<file path="config.mk">
export PLATFORM = sky130hd
export DESIGN_NAME = midi_mpe_controller_router_unit
export DESIGN_NICKNAME = d
export VERILOG_FILES = /design/src/hdl/mmcr_pkg.sv /design/src/hdl/mmcr_zone.sv /design/src/hdl/mmcr_chan_unit.sv /design/src/hdl/mmcr_seq.sv /design/src/hdl/midi_mpe_controller_router_unit.sv
export VERILOG_INCLUDE_DIRS = /design/src /design/src/hdl
export SDC_FILE = /design/constraint.sdc
export NUM_CORES = 2
export LEC_CHECK = 0
export BUFFER_PORTS_ARGS = -buffer_cell sky130_fd_sc_hd__buf_2
export CORE_MARGIN = 2
export CORE_UTILIZATION = 40
export DETAILED_ROUTE_END_ITERATION = 16
export PLACE_DENSITY = 0.56
export SLEW_MARGIN = 5
export SYNTH_ARGS = -nofsm -noshare
export SYNTH_HDL_FRONTEND = slang
export SYNTH_HIERARCHICAL = 1
export SYNTH_SLANG_ARGS = --single-unit
</file>
<file path="constraint.sdc">
create_clock -name clk -period 13.1 [get_ports clk]
set_clock_uncertainty 0.15 [all_clocks]
set_input_delay 2.62 -clock clk [delete_from_list [all_inputs] [get_ports clk]]
set_output_delay 2.62 -clock clk [all_outputs]
set_load 0.1 [all_outputs]
</file>
<file path="src/hdl/midi_mpe_controller_router_unit_assert.svh">
// assertion macros for the mpe controller router
`ifndef MIDI_MPE_CONTROLLER_ROUTER_UNIT_ASSERT_SVH
`define MIDI_MPE_CONTROLLER_ROUTER_UNIT_ASSERT_SVH

`ifndef SYNTHESIS
`define MMCR_ASSERT(lbl, prop, msg) \
    lbl: assert property (@(posedge clk) disable iff (!rst_n) prop) else $error(msg);
`define MMCR_ASSERT_ALWAYS(lbl, prop, msg) \
    lbl: assert property (@(posedge clk) prop) else $error(msg);
`else
`define MMCR_ASSERT(lbl, prop, msg)
`define MMCR_ASSERT_ALWAYS(lbl, prop, msg)
`endif

`endif

</file>
<file path="src/hdl/mmcr_pkg.sv">
// types, constants and helpers shared by the mpe controller router
package mmcr_pkg;

    localparam int NUM_CHANNELS = 16;
    localparam int IDX_W = (NUM_CHANNELS > 1) ? $clog2(NUM_CHANNELS) : 1;

    typedef enum logic [1:0] {
        OP_CC       = 2'd0,
        OP_PRESSURE = 2'd1,
        OP_WHEEL    = 2'd2,
        OP_NOTE     = 2'd3
    } op_t;

    typedef enum logic [2:0] {
        KIND_CC       = 3'd0,
        KIND_PRESSURE = 3'd1,
        KIND_WHEEL    = 3'd2,
        KIND_BEND     = 3'd3,
        KIND_NOTE     = 3'd4
    } kind_t;

    typedef enum logic [2:0] {
        UPD_NONE,
        UPD_MOD,
        UPD_TIMBRE,
        UPD_PRESSURE,
        UPD_RPN_HI,
        UPD_RPN_LO,
        UPD_SEMIS,
        UPD_CENTS
    } upd_t;

    typedef enum logic [1:0] {
        ST_IDLE,
        ST_PRIMARY,
        ST_MAIN,
        ST_FAN
    } seq_state_t;

    localparam logic [2:0] CFG_ZONE_ENABLED   = 3'd0;
    localparam logic [2:0] CFG_MASTER_CHANNEL = 3'd1;
    localparam logic [2:0] CFG_FIRST_MEMBER   = 3'd2;
    localparam logic [2:0] CFG_LAST_MEMBER    = 3'd3;

    localparam logic [6:0] CC_MOD_WHEEL = 7'd1;
    localparam logic [6:0] CC_DATA_MSB  = 7'd6;
    localparam logic [6:0] CC_DATA_LSB  = 7'd38;
    localparam logic [6:0] CC_TIMBRE    = 7'd74;
    localparam logic [6:0] CC_RPN_LSB   = 7'd100;
    localparam logic [6:0] CC_RPN_MSB   = 7'd101;

    localparam logic [6:0] RPN_BEND_LSB   = 7'd0;
    localparam logic [6:0] RPN_LEGACY_LSB = 7'd6;
    localparam logic [6:0] RPN_MSB_ZERO   = 7'd0;
    localparam logic [6:0] RPN_NULL       = 7'd127;

    localparam logic [6:0] LEVEL_MAX     = 7'd127;
    localparam logic [6:0] SEMITONES_MAX = 7'd96;
    localparam logic [6:0] CENTS_MAX     = 7'd99;
    localparam logic [13:0] CENTS_PER_SEMITONE = 14'd100;

    typedef struct packed {
        op_t         op;
        logic [4:0]  channel;
        logic [6:0]  number;
        logic [13:0] value;
    } event_item_t;

    typedef struct packed {
        kind_t       kind;
        logic [4:0]  out_channel;
        logic [6:0]  out_number;
        logic [13:0] out_value;
        logic        mod_wheel_valid;
        logic [6:0]  mod_wheel_level;
        logic [6:0]  pressure_level;
        logic [6:0]  timbre_level;
        logic        bend_range_valid;
        logic [13:0] bend_range_hundredths;
        logic        last;
    } result_item_t;

    typedef struct packed {
        logic        on;
        logic [4:0]  master;
        logic [4:0]  first;
        logic [4:0]  last;
    } zone_t;

    typedef struct packed {
        logic        we;
        logic [4:0]  mgr;
        logic [13:0] count;
    } legacy_req_t;

    typedef struct packed {
        logic             we;
        logic [IDX_W-1:0] idx;
        upd_t             cmd;
        logic [6:0]       v7;
        logic [13:0]      val;
    } chan_req_t;

    typedef struct packed {
        logic        mod_valid;
        logic [6:0]  mod_level;
        logic [6:0]  pressure;
        logic [6:0]  timbre;
        logic        range_valid;
        logic [13:0] range;
    } snap_t;

    typedef struct packed {
        logic legacy_sel;
        logic bend_sel;
        logic range_upd;
    } chan_stat_t;

    typedef struct packed {
        logic        mod_valid;
        logic [6:0]  mod_level;
        logic [6:0]  pressure;
        logic [6:0]  timbre;
        logic [6:0]  rpn_hi;
        logic [6:0]  rpn_lo;
        logic        semis_valid;
        logic [6:0]  semis;
        logic [6:0]  cents;
        logic        range_valid;
        logic [13:0] range;
    } chan_entry_t;

    localparam chan_entry_t CHAN_RESET = '{
        mod_valid:   1'b0,
        mod_level:   7'd0,
        pressure:    7'd0,
        timbre:      7'd0,
        rpn_hi:      RPN_NULL,
        rpn_lo:      RPN_NULL,
        semis_valid: 1'b0,
        semis:       7'd0,
        cents:       7'd0,
        range_valid: 1'b0,
        range:       14'd0
    };

    function automatic logic [4:0] clamp16(input logic [4:0] c);
        logic [4:0] r;
        r = c;
        if (c == 5'd0)
        begin
            r = 5'd1;
        end
        else if (c > 5'd16)
        begin
            r = 5'd16;
        end
        return r;
    endfunction

    function automatic logic [IDX_W-1:0] slot(input logic [4:0] ch);
        logic [4:0] c;
        c = (ch > 5'(NUM_CHANNELS)) ? 5'(NUM_CHANNELS) : ch;
        if (c == 5'd0)
        begin
            c = 5'd1;
        end
        return IDX_W'(c - 5'd1);
    endfunction

endpackage

</file>
<file path="src/hdl/mmcr_zone.sv">
// zone registers: configuration load with validation and legacy retarget
module mmcr_zone
    import mmcr_pkg::*;
(
    input  logic        clk,
    input  logic        rst_n,
    input  logic        cfg_we,
    input  logic [2:0]  cfg_index,
    input  logic [4:0]  cfg_data,
    input  legacy_req_t legacy,
    output zone_t       zone
);

    logic       cfg_en_reg, cfg_en_next;
    logic [4:0] cfg_master_reg, cfg_master_next;
    logic [4:0] cfg_first_reg, cfg_first_next;
    logic [4:0] cfg_last_reg, cfg_last_next;
    zone_t      zone_reg, zone_next;

    logic [4:0] m_c, f_c, l_c, f_s, l_s;
    zone_t      loaded;

    always_comb
    begin
        cfg_en_next     = cfg_en_reg;
        cfg_master_next = cfg_master_reg;
        cfg_first_next  = cfg_first_reg;
        cfg_last_next   = cfg_last_reg;
        if (cfg_we)
        begin
            unique case (cfg_index)
                CFG_ZONE_ENABLED:   cfg_en_next     = cfg_data[0];
                CFG_MASTER_CHANNEL: cfg_master_next = cfg_data;
                CFG_FIRST_MEMBER:   cfg_first_next  = cfg_data;
                CFG_LAST_MEMBER:    cfg_last_next   = cfg_data;
                default:            ;
            endcase
        end
    end

    // validation of the freshly written register set
    always_comb
    begin
        m_c = clamp16(cfg_master_next);
        f_c = clamp16(cfg_first_next);
        l_c = clamp16(cfg_last_next);
        f_s = (f_c > l_c) ? l_c : f_c;
        l_s = (f_c > l_c) ? f_c : l_c;
        if (cfg_en_next && m_c >= f_s && m_c <= l_s)
        begin
            loaded = '{on: 1'b0, master: 5'd1, first: 5'd2, last: 5'd16};
        end
        else
        begin
            loaded = '{on: cfg_en_next, master: m_c, first: f_s, last: l_s};
        end
    end

    always_comb
    begin
        zone_next = zone_reg;
        priority if (cfg_we && cfg_index <= CFG_LAST_MEMBER)
        begin
            zone_next = loaded;
        end
        else if (legacy.we && (legacy.mgr == 5'd1 || legacy.mgr == 5'd16)
                 && legacy.count <= 14'd15)
        begin
            if (legacy.count == 14'd0)
            begin
                if (zone_reg.on && zone_reg.master == legacy.mgr)
                begin
                    zone_next.on = 1'b0;
                end
            end
            else if (legacy.mgr == 5'd1)
            begin
                zone_next = '{on: 1'b1, master: 5'd1, first: 5'd2,
                              last: 5'(5'd1 + legacy.count[4:0])};
            end
            else
            begin
                zone_next = '{on: 1'b1, master: 5'd16,
                              first: 5'(5'd16 - legacy.count[4:0]), last: 5'd15};
            end
        end
        else
        begin
            zone_next = zone_reg;
        end
    end

    always_ff @(posedge clk or negedge rst_n)
    begin
        if (!rst_n)
        begin
            cfg_en_reg     <= 1'b0;
            cfg_master_reg <= 5'd1;
            cfg_first_reg  <= 5'd2;
            cfg_last_reg   <= 5'd16;
            zone_reg       <= '{on: 1'b0, master: 5'd1, first: 5'd2, last: 5'd16};
        end
        else
        begin
            cfg_en_reg     <= cfg_en_next;
            cfg_master_reg <= cfg_master_next;
            cfg_first_reg  <= cfg_first_next;
            cfg_last_reg   <= cfg_last_next;
            zone_reg       <= zone_next;
        end
    end

    assign zone = zone_reg;

endmodule

</file>
<file path="src/hdl/mmcr_chan_unit.sv">
// per-channel state with one shared read-modify-write port
module mmcr_chan_unit
    import mmcr_pkg::*;
(
    input  logic       clk,
    input  logic       rst_n,
    input  chan_req_t  req,
    output snap_t      snap,
    output chan_stat_t stat
);

    chan_entry_t ent_reg [NUM_CHANNELS];
    chan_entry_t cur, nxt;
    logic        range_upd;

    assign cur = ent_reg[req.idx];

    always_comb
    begin
        nxt = cur;
        range_upd = 1'b0;
        unique case (req.cmd)
            UPD_NONE:     ;
            UPD_MOD:
            begin
                nxt.mod_level = req.v7;
                nxt.mod_valid = 1'b1;
            end
            UPD_TIMBRE:   nxt.timbre = req.v7;
            UPD_PRESSURE: nxt.pressure = req.v7;
            UPD_RPN_HI:   nxt.rpn_hi = req.v7;
            UPD_RPN_LO:   nxt.rpn_lo = req.v7;
            UPD_SEMIS:
            begin
                nxt.semis = (req.val > 14'(SEMITONES_MAX)) ? SEMITONES_MAX : req.val[6:0];
                nxt.semis_valid = 1'b1;
            end
            UPD_CENTS:
            begin
                nxt.cents = (req.val > 14'(CENTS_MAX)) ? CENTS_MAX : req.val[6:0];
            end
            default:      ;
        endcase
        if ((req.cmd == UPD_SEMIS || req.cmd == UPD_CENTS) && nxt.semis_valid)
        begin
            nxt.range = 14'(14'(nxt.semis) * CENTS_PER_SEMITONE + 14'(nxt.cents));
            nxt.range_valid = 1'b1;
            range_upd = 1'b1;
        end
    end

    assign stat = '{
        legacy_sel: (cur.rpn_hi == RPN_MSB_ZERO) && (cur.rpn_lo == RPN_LEGACY_LSB),
        bend_sel:   (cur.rpn_hi == RPN_MSB_ZERO) && (cur.rpn_lo == RPN_BEND_LSB),
        range_upd:  range_upd
    };

    assign snap = '{
        mod_valid:   nxt.mod_valid,
        mod_level:   nxt.mod_level,
        pressure:    nxt.pressure,
        timbre:      nxt.timbre,
        range_valid: nxt.range_valid,
        range:       nxt.range
    };

    always_ff @(posedge clk or negedge rst_n)
    begin
        if (!rst_n)
        begin
            for (int k = 0; k < NUM_CHANNELS; k++)
            begin
                ent_reg[k] <= CHAN_RESET;
            end
        end
        else if (req.we)
        begin
            ent_reg[req.idx] <= nxt;
        end
    end

endmodule

</file>
<file path="src/hdl/mmcr_seq.sv">
// event sequencer: decode, fan-out walk and result register
`include "midi_mpe_controller_router_unit_assert.svh"

module mmcr_seq
    import mmcr_pkg::*;
(
    input  logic         clk,
    input  logic         rst_n,
    input  logic         event_valid,
    output logic         event_stall,
    input  event_item_t  event_item,
    output logic         result_valid,
    input  logic         result_stall,
    output result_item_t result_item,
    input  zone_t        zone,
    output legacy_req_t  legacy,
    output chan_req_t    chan_req,
    input  snap_t        snap,
    input  chan_stat_t   stat
);

    seq_state_t   state_reg, state_next;
    op_t          op_reg, op_next;
    logic [4:0]   ch_reg, ch_next;
    logic [6:0]   num_reg, num_next;
    logic [13:0]  val_reg, val_next;
    logic [6:0]   v7_reg, v7_next;
    logic [4:0]   m_reg, m_next;
    logic         out_valid_reg, out_valid_next;
    result_item_t out_reg, out_next;

    logic         adv, accept, fan_op, fan_go, fan_last, legacy_hit, emit;
    upd_t         primary_cmd, member_cmd;
    kind_t        op_kind;
    result_item_t item;

    assign adv      = !out_valid_reg || !result_stall;
    assign accept   = event_valid && !event_stall;
    assign fan_op   = (op_reg == OP_CC && (num_reg == CC_MOD_WHEEL || num_reg == CC_TIMBRE))
                      || op_reg == OP_PRESSURE || op_reg == OP_WHEEL;
    assign fan_go   = fan_op && zone.on && ch_reg == zone.master
                      && zone.first <= zone.last && zone.first <= 5'(NUM_CHANNELS);
    assign fan_last = (m_reg == zone.last) || (m_reg == 5'(NUM_CHANNELS));
    assign legacy_hit = op_reg == OP_CC && num_reg == CC_DATA_MSB && stat.legacy_sel;

    always_comb
    begin
        primary_cmd = UPD_NONE;
        unique case (op_reg)
            OP_CC:
            begin
                priority if (num_reg == CC_MOD_WHEEL)
                    primary_cmd = UPD_MOD;
                else if (num_reg == CC_TIMBRE)
                    primary_cmd = UPD_TIMBRE;
                else if (num_reg == CC_RPN_MSB)
                    primary_cmd = UPD_RPN_HI;
                else if (num_reg == CC_RPN_LSB)
                    primary_cmd = UPD_RPN_LO;
                else if (num_reg == CC_DATA_MSB && stat.legacy_sel)
                    primary_cmd = UPD_NONE;
                else if (num_reg == CC_DATA_MSB && stat.bend_sel)
                    primary_cmd = UPD_SEMIS;
                else if (num_reg == CC_DATA_LSB && stat.bend_sel)
                    primary_cmd = UPD_CENTS;
                else
                    primary_cmd = UPD_NONE;
            end
            OP_PRESSURE: primary_cmd = UPD_PRESSURE;
            OP_WHEEL:    primary_cmd = UPD_NONE;
            OP_NOTE:     primary_cmd = UPD_NONE;
            default:     primary_cmd = UPD_NONE;
        endcase
    end

    always_comb
    begin
        unique case (op_reg)
            OP_CC:       member_cmd = (num_reg == CC_MOD_WHEEL) ? UPD_MOD : UPD_TIMBRE;
            OP_PRESSURE: member_cmd = UPD_PRESSURE;
            default:     member_cmd = UPD_NONE;
        endcase
    end

    always_comb
    begin
        unique case (op_reg)
            OP_CC:       op_kind = KIND_CC;
            OP_PRESSURE: op_kind = KIND_PRESSURE;
            OP_WHEEL:    op_kind = KIND_WHEEL;
            OP_NOTE:     op_kind = KIND_NOTE;
            default:     op_kind = KIND_NOTE;
        endcase
    end

    // next state
    always_comb
    begin
        state_next = state_reg;
        unique case (state_reg)
            ST_IDLE:
            begin
                if (event_valid)
                    state_next = ST_PRIMARY;
            end
            ST_PRIMARY:
            begin
                if (adv)
                begin
                    priority if (stat.range_upd)
                        state_next = ST_MAIN;
                    else if (fan_go)
                        state_next = ST_FAN;
                    else
                        state_next = ST_IDLE;
                end
            end
            ST_MAIN:
            begin
                if (adv)
                    state_next = fan_go ? ST_FAN : ST_IDLE;
            end
            ST_FAN:
            begin
                if (adv && fan_last)
                    state_next = ST_IDLE;
            end
            default: state_next = ST_IDLE;
        endcase
    end

    // outputs
    always_comb
    begin
        event_stall  = 1'b1;
        chan_req     = '{we: 1'b0, idx: slot(ch_reg), cmd: UPD_NONE, v7: v7_reg, val: val_reg};
        legacy       = '{we: 1'b0, mgr: ch_reg, count: val_reg};
        emit         = 1'b0;
        item = '{
            kind:                  op_kind,
            out_channel:           ch_reg,
            out_number:            (op_reg == OP_CC || op_reg == OP_NOTE) ? num_reg : 7'd0,
            out_value:             val_reg,
            mod_wheel_valid:       snap.mod_valid,
            mod_wheel_level:       snap.mod_level,
            pressure_level:        snap.pressure,
            timbre_level:          snap.timbre,
            bend_range_valid:      snap.range_valid,
            bend_range_hundredths: snap.range,
            last:                  1'b0
        };
        unique case (state_reg)
            ST_IDLE:
            begin
                event_stall = 1'b0;
            end
            ST_PRIMARY:
            begin
                chan_req.cmd = primary_cmd;
                chan_req.we  = adv;
                legacy.we    = adv && legacy_hit;
                emit         = adv;
                if (stat.range_upd)
                begin
                    item.kind      = KIND_BEND;
                    item.out_value = snap.range;
                end
                else
                begin
                    item.last = !fan_go;
                end
            end
            ST_MAIN:
            begin
                emit      = adv;
                item.last = !fan_go;
            end
            ST_FAN:
            begin
                chan_req.idx     = slot(m_reg);
                chan_req.cmd     = member_cmd;
                chan_req.we      = adv;
                emit             = adv;
                item.out_channel = m_reg;
                item.last        = fan_last;
            end
            default: ;
        endcase
    end

    always_comb
    begin
        op_next  = op_reg;
        ch_next  = ch_reg;
        num_next = num_reg;
        val_next = val_reg;
        v7_next  = v7_reg;
        if (accept)
        begin
            op_next  = event_item.op;
            ch_next  = clamp16(event_item.channel);
            num_next = event_item.number;
            val_next = event_item.value;
            v7_next  = (event_item.value > 14'(LEVEL_MAX)) ? LEVEL_MAX
                                                           : event_item.value[6:0];
        end
        m_next = m_reg;
        if (state_reg != ST_FAN && state_next == ST_FAN)
            m_next = zone.first;
        else if (state_reg == ST_FAN && adv)
            m_next = 5'(m_reg + 5'd1);
        out_next       = out_reg;
        out_valid_next = out_valid_reg;
        if (emit)
        begin
            out_next       = item;
            out_valid_next = 1'b1;
        end
        else if (!result_stall)
        begin
            out_valid_next = 1'b0;
        end
    end

    always_ff @(posedge clk or negedge rst_n)
    begin
        if (!rst_n)
        begin
            state_reg     <= ST_IDLE;
            out_valid_reg <= 1'b0;
            m_reg         <= 5'd1;
        end
        else
        begin
            state_reg     <= state_next;
            out_valid_reg <= out_valid_next;
            m_reg         <= m_next;
        end
    end

    always_ff @(posedge clk or negedge rst_n)
    begin
        if (!rst_n)
        begin
            op_reg  <= OP_CC;
            ch_reg  <= 5'd1;
            num_reg <= 7'd0;
            val_reg <= 14'd0;
            v7_reg  <= 7'd0;
            out_reg <= '0;
        end
        else
        begin
            op_reg  <= op_next;
            ch_reg  <= ch_next;
            num_reg <= num_next;
            val_reg <= val_next;
            v7_reg  <= v7_next;
            out_reg <= out_next;
        end
    end

    assign result_valid = out_valid_reg;
    assign result_item  = out_reg;

    `MMCR_ASSERT(a_accept_starts, accept |=> state_reg == ST_PRIMARY, "accept did not start work")
    `MMCR_ASSERT(a_stall_freezes, (out_valid_reg && result_stall && state_reg != ST_IDLE) |=> $stable(state_reg), "sequencer moved under stall")
    `MMCR_ASSERT_ALWAYS(a_bend_not_last, (out_valid_reg && out_reg.kind == KIND_BEND) |-> !out_reg.last, "bend update marked last")
    `MMCR_ASSERT(a_member_in_zone, state_reg == ST_FAN |-> (m_reg >= zone.first && m_reg <= zone.last), "member outside zone")

endmodule

</file>
<file path="src/hdl/midi_mpe_controller_router_unit.sv">
// top level of the mpe controller router
//
//  channel  | handshake            | payload
//  ---------+----------------------+-----------------------------
//  event    | event_valid/stall    | event_item (op, channel, ...)
//  result   | result_valid/stall   | result_item (kind, ..., last)
//  cfg      | cfg_valid/ready      | cfg_index, cfg_data
//
// an event is registered while idle, then its results (1 to 16) leave one per
// cycle while not stalled, through the shared per-channel read-modify-write port;
// the next event is taken once the last result is in the output register
// reset clears all channel state and the zone at once, no clearing pass
// result stall freezes the sequencer; event_stall is high while an event is in work
module midi_mpe_controller_router_unit
    import mmcr_pkg::*;
(
    input  logic         clk,
    input  logic         rst_n,
    input  logic         event_valid,
    output logic         event_stall,
    input  event_item_t  event_item,
    output logic         result_valid,
    input  logic         result_stall,
    output result_item_t result_item,
    input  logic         cfg_valid,
    output logic         cfg_ready,
    input  logic [2:0]   cfg_index,
    input  logic [4:0]   cfg_data
);

    zone_t       zone;
    legacy_req_t legacy;
    chan_req_t   chan_req;
    snap_t       snap;
    chan_stat_t  stat;

    assign cfg_ready = 1'b1;

    mmcr_zone u_zone (
        .clk       (clk),
        .rst_n     (rst_n),
        .cfg_we    (cfg_valid && cfg_ready),
        .cfg_index (cfg_index),
        .cfg_data  (cfg_data),
        .legacy    (legacy),
        .zone      (zone)
    );

    mmcr_chan_unit u_chan (
        .clk   (clk),
        .rst_n (rst_n),
        .req   (chan_req),
        .snap  (snap),
        .stat  (stat)
    );

    mmcr_seq u_seq (
        .clk          (clk),
        .rst_n        (rst_n),
        .event_valid  (event_valid),
        .event_stall  (event_stall),
        .event_item   (event_item),
        .result_valid (result_valid),
        .result_stall (result_stall),
        .result_item  (result_item),
        .zone         (zone),
        .legacy       (legacy),
        .chan_req     (chan_req),
        .snap         (snap),
        .stat         (stat)
    );

endmodule
</file>
* After elaboration in Yosys (flattened, before gate mapping) *
Index checks and enable logic that the tools add are counted.

storage, ports and cells
  flip-flop bits (word level) = 1198
  latch bits = 0
  RAM bits = 0
  memory bits (read-only) = 0
  bits of input ports = 41
  output and inout port bits = 70
  logic and storage cells = 402
  memories = 0

cells by class
  $add $sub $neg = 6
  $mul = 1
  div/mod/pow operators = 0
  $lt $le $gt $ge = 18
  equal/unequal tests = 34
  shift-type cells = 0
  muxes and demuxes = 84
  bitwise gates (word level) = 1
  reductions and logical operators = 55

operator list
  kind                                                             number
  bitwise mux 1056 bit                                             1
  binary-select mux 66 bit (select 4 bit)                          1
  demux 66 bit (select 4 bit)                                      1
  2-to-1 mux 66 bit                                                3
  2-to-1 mux 5 bit                                                 21
  2-to-1 mux 7 bit                                                 9
  2-to-1 mux 16 bit                                                3
  2-to-1 mux 15 bit                                                3
  greater-than comparator 14 x 7 -> 1 bit (second input constant)  3
  greater-than comparator 5 bit (second input constant)            6
  logical NOT 5 bit                                                6
  2-to-1 mux 14 bit                                                2
  2-to-1 mux 3 bit                                                 9
  logical AND 1 bit                                                25
  == test 7 bit (second input constant)                            3
  2-to-1 mux 4 bit                                                 4
  2-to-1 mux 8 bit                                                 2
  == test 5 bit                                                    3
  adder 14 x 7 -> 14 bit                                           1
  == test 7 x 3 -> 1 bit (second input constant)                   2
  <= comparator 14 x 4 -> 1 bit (second input constant)            1
  logical NOT 14 bit                                               1
  logical NOT 7 bit                                                2
  2-to-1 mux 2 bit                                                 7
  39 further kinds                                                 80

* Depth between registers and ports, before layout *
  word-level depth = 33
  gate-level depth with buffers = 50
  mapped depth without buffers = 38

* Hierarchy *
The synthesis kept the hierarchy.

modules (own cells, without submodules)
  module                           instances  cells each  area each (um^2)  seq. area each (um^2)
  mmcr_chan_unit                   1          4285        48545.3           26705.6
  mmcr_seq                         1          598         5390.2            2755.1
  mmcr_zone                        1          234         2227.1            808.3
  midi_mpe_controller_router_unit  1          2           11.3              0.0

* Worst setup path after synthesis *
OpenSTA, ideal clock, no wires.

  path type = register to register
  start = register u_seq.m_reg[0]
  end = register u_seq.out_reg, in the netlist u_seq/result_item[51]
  setup time = 137 ps
  arrival = 9888 ps
  required time = 12813 ps
  setup slack = 2926 ps
  cell stages (with the launch flop) = 49
  path buffers = 12
  period minus slack after synthesis = 10174 ps
  cells stage by stage = dfstp_2 > buf_2 > inv_1 > ha_1 > nand3_1 > a21oi_1 > a21oi_1 > ha_1 > inv_1 > buf_6 > buf_8 > buf_2 > buf_2 > buf_2 > buf_1 > mux4_2 > mux4_2 > nor4_1 > [13 not listed] > ha_1 > ha_1 > inv_1 > fa_1 > inv_1 > ha_1 > nor2b_1 > o21a_1 > o21a_1 > nor4_1 > nand3b_1 > o211a_1 > nor2_2 > buf_4 > o21ai_0 > buf_4 > mux2i_1 > a21oi_1

RTL lines
  what                    line             text
  start, declared         mmcr_seq.sv:28   logic [4:0] m_reg, m_next;
  start signal, assigned  mmcr_seq.sv:237  m_reg <= m_next;
  end signal, assigned    mmcr_seq.sv:259  out_reg <= out_next;
  end, declared           mmcr_seq.sv:30   result_item_t out_reg, out_next;

==> flow_metrics.env <==
export IMPL_result_of_the_run="finished clean"
export IMPL_power_switching_uw=5730
export IMPL_layout_worst_path_cycle_share_pct=93.0
export IMPL_register_area_mm2=0.0303
export IMPL_timing_rr_end="u_seq/result_item[51]"
export IMPL_critical_path_type="reg2reg"
export IMPL_critical_path_arrival_ns=12.66
export IMPL_relSlewSlack_pct=20.7
export IMPL_critPathSlowestCell="sky130_fd_sc_hd__a22oi_2"
export IMPL_cap_violations=0
export IMPL_vias=37924
export IMPL_fin_setup_tns_ns=0
export IMPL_worst_r2r_setup_slack_ns=0.91
export IMPL_ff2ff_path_depth=32
export IMPL_first_global_vias=37852
export IMPL_worst_hold_path_type="reg2reg"
export IMPL_slowest_delay_ns=0.72
export IMPL_routabilityCongestion=0.849
export IMPL_die_width_um=379
export IMPL_antenna_violations_before_repair=2
export IMPL_cts_max_path_buffers=3
export IMPL_worstSetupStartpointType="register"
export IMPL_die_h_um=379
export IMPL_number_of_flip_flops_in_the_largest_register=1056
export IMPL_mostFrequentLayoutCell="sky130_fd_sc_hd__nand2_1"
export IMPL_tightestPinTransition_ns=1.16
export IMPL_gr_usage_all_layers_pct=22.0
export IMPL_design_core_area_mm2=0.140
export IMPL_number_of_remaining_drc_errors=0
export IMPL_final_hold_viol_count=0
export IMPL_multi_input_comb_area_mm2=0.0235
export IMPL_power_share_sequential_pct=33.8
export IMPL_unrepaired_setup_endpoints_after_global_routing="no"
export IMPL_timing_critical_path_fanout_max=69
export IMPL_via_per_inst=5.46
export IMPL_synth_seq_area_share_pct=53.9
export IMPL_synth_flop_cell="sky130_fd_sc_hd__dfrtp_1"
export IMPL_cts_tree="built"
export IMPL_initial_standard_cell_utilization_of_the_core_pct=40.3
export IMPL_leakage_uw=0.0270
export IMPL_routedWlPerCell_um=22.3
export IMPL_netlist_instances=5119
export IMPL_design_portCount=111
export IMPL_cts_buffers=135
export IMPL_largest_vdd_supply_drop_v=0.000306
export IMPL_placed_cell_area_mm2=0.0576
export IMPL_post_synth_instance_area_mm2=0.0562
export IMPL_pin_count_of_the_biggest_net_entering_global_routing=179
export IMPL_layout_cells_most_common_list="1268 x sky130_fd_sc_hd__nand2_1, 966 x sky130_fd_sc_hd__dfrtp_1, 911 x sky130_fd_sc_hd__o21ai_0, 312 x sky130_fd_sc_hd__mux4_2, 232 x sky130_fd_sc_hd__dfstp_2"
export IMPL_synth_avg_cell_area_um2=11.0
export IMPL_antenna_violating_nets_post_route=0
export IMPL_holdBufCountCts=0
export IMPL_postSynthNetCount=5222
export IMPL_layout_cell_area_non_filler_mm2=0.0619
export IMPL_die_area_mm2=0.143
export IMPL_dp_final_hpwl_mm=88.7
export IMPL_grt_remaining_overflow=0
export IMPL_synth_warnings=6
export IMPL_finalWorstPathRequiredPeriod_ns=12.19
export IMPL_hold_path_end="u_chan/ent_reg[1026]"
export IMPL_clk_insertion_delay_late_ns=0.78
export IMPL_cts_sinks=1198
export IMPL_post_synth_num_cell_types=100
export IMPL_synth_enable_flop_cells=0
export IMPL_n_fill_cell=13130
export IMPL_min_from="u_chan/ent_reg[1026]"
export IMPL_synthArstFlopShare_pct=100
export IMPL_number_of_placement_rows=137
export IMPL_p_per_area_mw_per_mm2=226
export IMPL_share_comb_of_total_power_pct=39.5
export IMPL_detailedRoute_firstPassIterationCount=7
export IMPL_area_growth_synth_to_final_pct=10.3
export IMPL_dr_first_iter_drc_count=2832
export IMPL_clock_power_share_pct=26.7
export IMPL_slew_viol_final=0
export IMPL_required_ns=13.58
export IMPL_drive_gt1_share_pct=21.6
export IMPL_synth_ff_latch_count=1198
export IMPL_finalWirelength_mm=155
export IMPL_max_freq_ghz=0.0821
export IMPL_clock_slew_at_the_register_clock_pins_of_the_worst_setup_and_hold_paths_ns=0.06
export IMPL_ctsRootBufferMaster="sky130_fd_sc_hd__clkbuf_16"
export IMPL_antennaDiodeCount=0
export IMPL_timing_final_setup_violations=0
export IMPL_setup_worst_path_end_class="register"
export IMPL_wire_length_of_the_first_global_routing_pass_mm=241
export IMPL_cts_htree_levels=4
export IMPL_io_buffers=109
export IMPL_sw_frac_of_total_pct=41.0
export IMPL_reg2reg_from="u_seq/state_reg[1]"
export IMPL_fin_nets=5067
export IMPL_worstHoldPathCells=2
export IMPL_power_internal_uw=8240
metal layers:
metal  vias to the layer above  wire, µm  global-route usage, %
li1                      17470         -                      -
met1                     19336     71400                   31.4
met2                       882     73100                   35.4
met3                       234      6860                   2.89
met4                         2      3470                   5.94
met5                         -        20                      0
power by group through the flow:
stage,Sequential [µW],Combinational [µW],Clock (µW)
2_1_floorplan,5070,3750,0
3_3_place_gp,4760,5520,0
3_5_place_dp,4780,5550,0
4_1_cts,4720,5570,3820
5_1_grt,4780,5950,3970
6_report,4720,5520,3730
per-stage QoR:
stage          std cells  hold WS, ns  worst slack [ns]  util, %  power, µW
6_report            6944        0.313             0.913     44.4      14000
5_1_grt             6944        0.335             0.184     44.4      14700
4_1_cts             6944        0.314             0.740     44.4      14100
3_5_place_dp        6703        0.305             0.759     41.3      10300
3_3_place_gp        6703        0.299             0.910     41.3      10300
2_1_floorplan       5119        0.290              2.93        -       8820
Yosys cell counts, types with 5 or more instances:
| cell type | n | area share (%) |
|---|---|---|
| sky130_fd_sc_hd__nand2_1 | 1281 | 8.6 |
| sky130_fd_sc_hd__dfrtp_1 | 966 | 43 |
| sky130_fd_sc_hd__o21ai_0 | 911 | 8.1 |
| sky130_fd_sc_hd__mux4_2 | 312 | 13 |
| sky130_fd_sc_hd__clkbuf_1 | 262 | 1.8 |
| sky130_fd_sc_hd__dfstp_2 | 232 | 11 |
| sky130_fd_sc_hd__nor2_1 | 125 | 0.84 |
| sky130_fd_sc_hd__inv_1 | 78 | 0.52 |
| sky130_fd_sc_hd__buf_2 | 76 | 0.68 |
| sky130_fd_sc_hd__buf_4 | 75 | 1.0 |
| sky130_fd_sc_hd__mux2i_1 | 72 | 1.3 |
| sky130_fd_sc_hd__o21ai_1 | 68 | 0.61 |
| sky130_fd_sc_hd__a21oi_1 | 63 | 0.56 |
| sky130_fd_sc_hd__ha_1 | 60 | 1.3 |
| sky130_fd_sc_hd__mux2_2 | 46 | 0.92 |
| sky130_fd_sc_hd__buf_1 | 35 | 0.23 |
| sky130_fd_sc_hd__o31ai_1 | 34 | 0.45 |
| sky130_fd_sc_hd__xnor2_1 | 28 | 0.44 |
| sky130_fd_sc_hd__mux2i_2 | 25 | 0.61 |
| sky130_fd_sc_hd__nor3_1 | 24 | 0.21 |
| sky130_fd_sc_hd__nand3_1 | 21 | 0.19 |
| sky130_fd_sc_hd__o22ai_1 | 20 | 0.22 |
| sky130_fd_sc_hd__buf_6 | 18 | 0.36 |
| sky130_fd_sc_hd__a21o_1 | 17 | 0.23 |
| sky130_fd_sc_hd__nand3b_1 | 15 | 0.20 |
| sky130_fd_sc_hd__nand2b_1 | 14 | 0.16 |
| sky130_fd_sc_hd__nand4_1 | 14 | 0.16 |
| sky130_fd_sc_hd__nor2b_1 | 12 | 0.13 |
| sky130_fd_sc_hd__and3_1 | 10 | 0.11 |
| sky130_fd_sc_hd__mux2_4 | 10 | 0.27 |
| sky130_fd_sc_hd__nor4_1 | 10 | 0.11 |
| sky130_fd_sc_hd__xor2_1 | 10 | 0.16 |
| sky130_fd_sc_hd__a31oi_1 | 9 | 0.10 |
| sky130_fd_sc_hd__a211o_1 | 8 | 0.12 |
| sky130_fd_sc_hd__or2_2 | 8 | 0.089 |
| sky130_fd_sc_hd__a21oi_2 | 7 | 0.11 |
| sky130_fd_sc_hd__and2_1 | 7 | 0.078 |
| sky130_fd_sc_hd__nor3b_1 | 7 | 0.094 |
| sky130_fd_sc_hd__mux4_1 | 6 | 0.28 |
| sky130_fd_sc_hd__o21ai_2 | 6 | 0.094 |
| sky130_fd_sc_hd__a221oi_1 | 5 | 0.078 |
| sky130_fd_sc_hd__o21a_1 | 5 | 0.067 |
| sky130_fd_sc_hd__o21bai_1 | 5 | 0.067 |
| sky130_fd_sc_hd__o221ai_1 | 5 | 0.078 |
worst max-delay path by stage:
stage | startpoint | end | slack, ns | cells after the start
floorplan | u_seq/m_reg[0] | u_seq/result_item[51] | 2.93 | 48
global placement | u_seq/state_reg[1] | u_seq/result_item[51] | 0.91 | 32
detailed placement | u_seq/state_reg[1] | u_seq/result_item[51] | 0.76 | 32
CTS | u_seq/state_reg[1] | u_seq/result_item[51] | 0.74 | 32
global route | u_seq/state_reg[0] | u_seq/result_item[51] | 0.18 | 32
finish | u_seq/state_reg[1] | u_seq/result_item[51] | 0.91 | 32
what timing repair did:
item	in CTS	in global routing
gates resized for setup	0	1
setup buffers	0	0
setup endpoints to repair	0	3
cell type report:
type,count,area share (%)
timing repair buffer,179,1.89
clock buffer,206,6.41
inverter,80,0.497
clock inverter,35,0.604
tap,1876,3.79
multi-input combinational,3370,37.9
sequential,1198,48.9
worst max-delay path: cells and delay by family (launching register included):
| kind | cells | cell delay [ns] |
|---|---|---|
| compound gates | 9 | 2.71 |
| simple gates | 11 | 4.30 |
| flops | 1 | 0.47 |
| fa+ha+maj | 4 | 1.45 |
| buf+inv | 5 | 1.41 |
| mux | 3 | 1.29 |
logic make-up after synthesis:
group                    after synthesis  share of synthesized area [%]
AO/OA/AOI/OAI                       1216                           11.9
buffers and inverters                551                           4.67
multiplexers                         473                           16.0
flip-flops                          1198                           53.9
XOR/XNOR                              38                          0.592
adder cells (fa/ha/maj)               62                           1.41
AND/OR/NAND/NOR                     1580                           11.6
other                                  1                        0.00668
(Power assumes the default switching activity.)
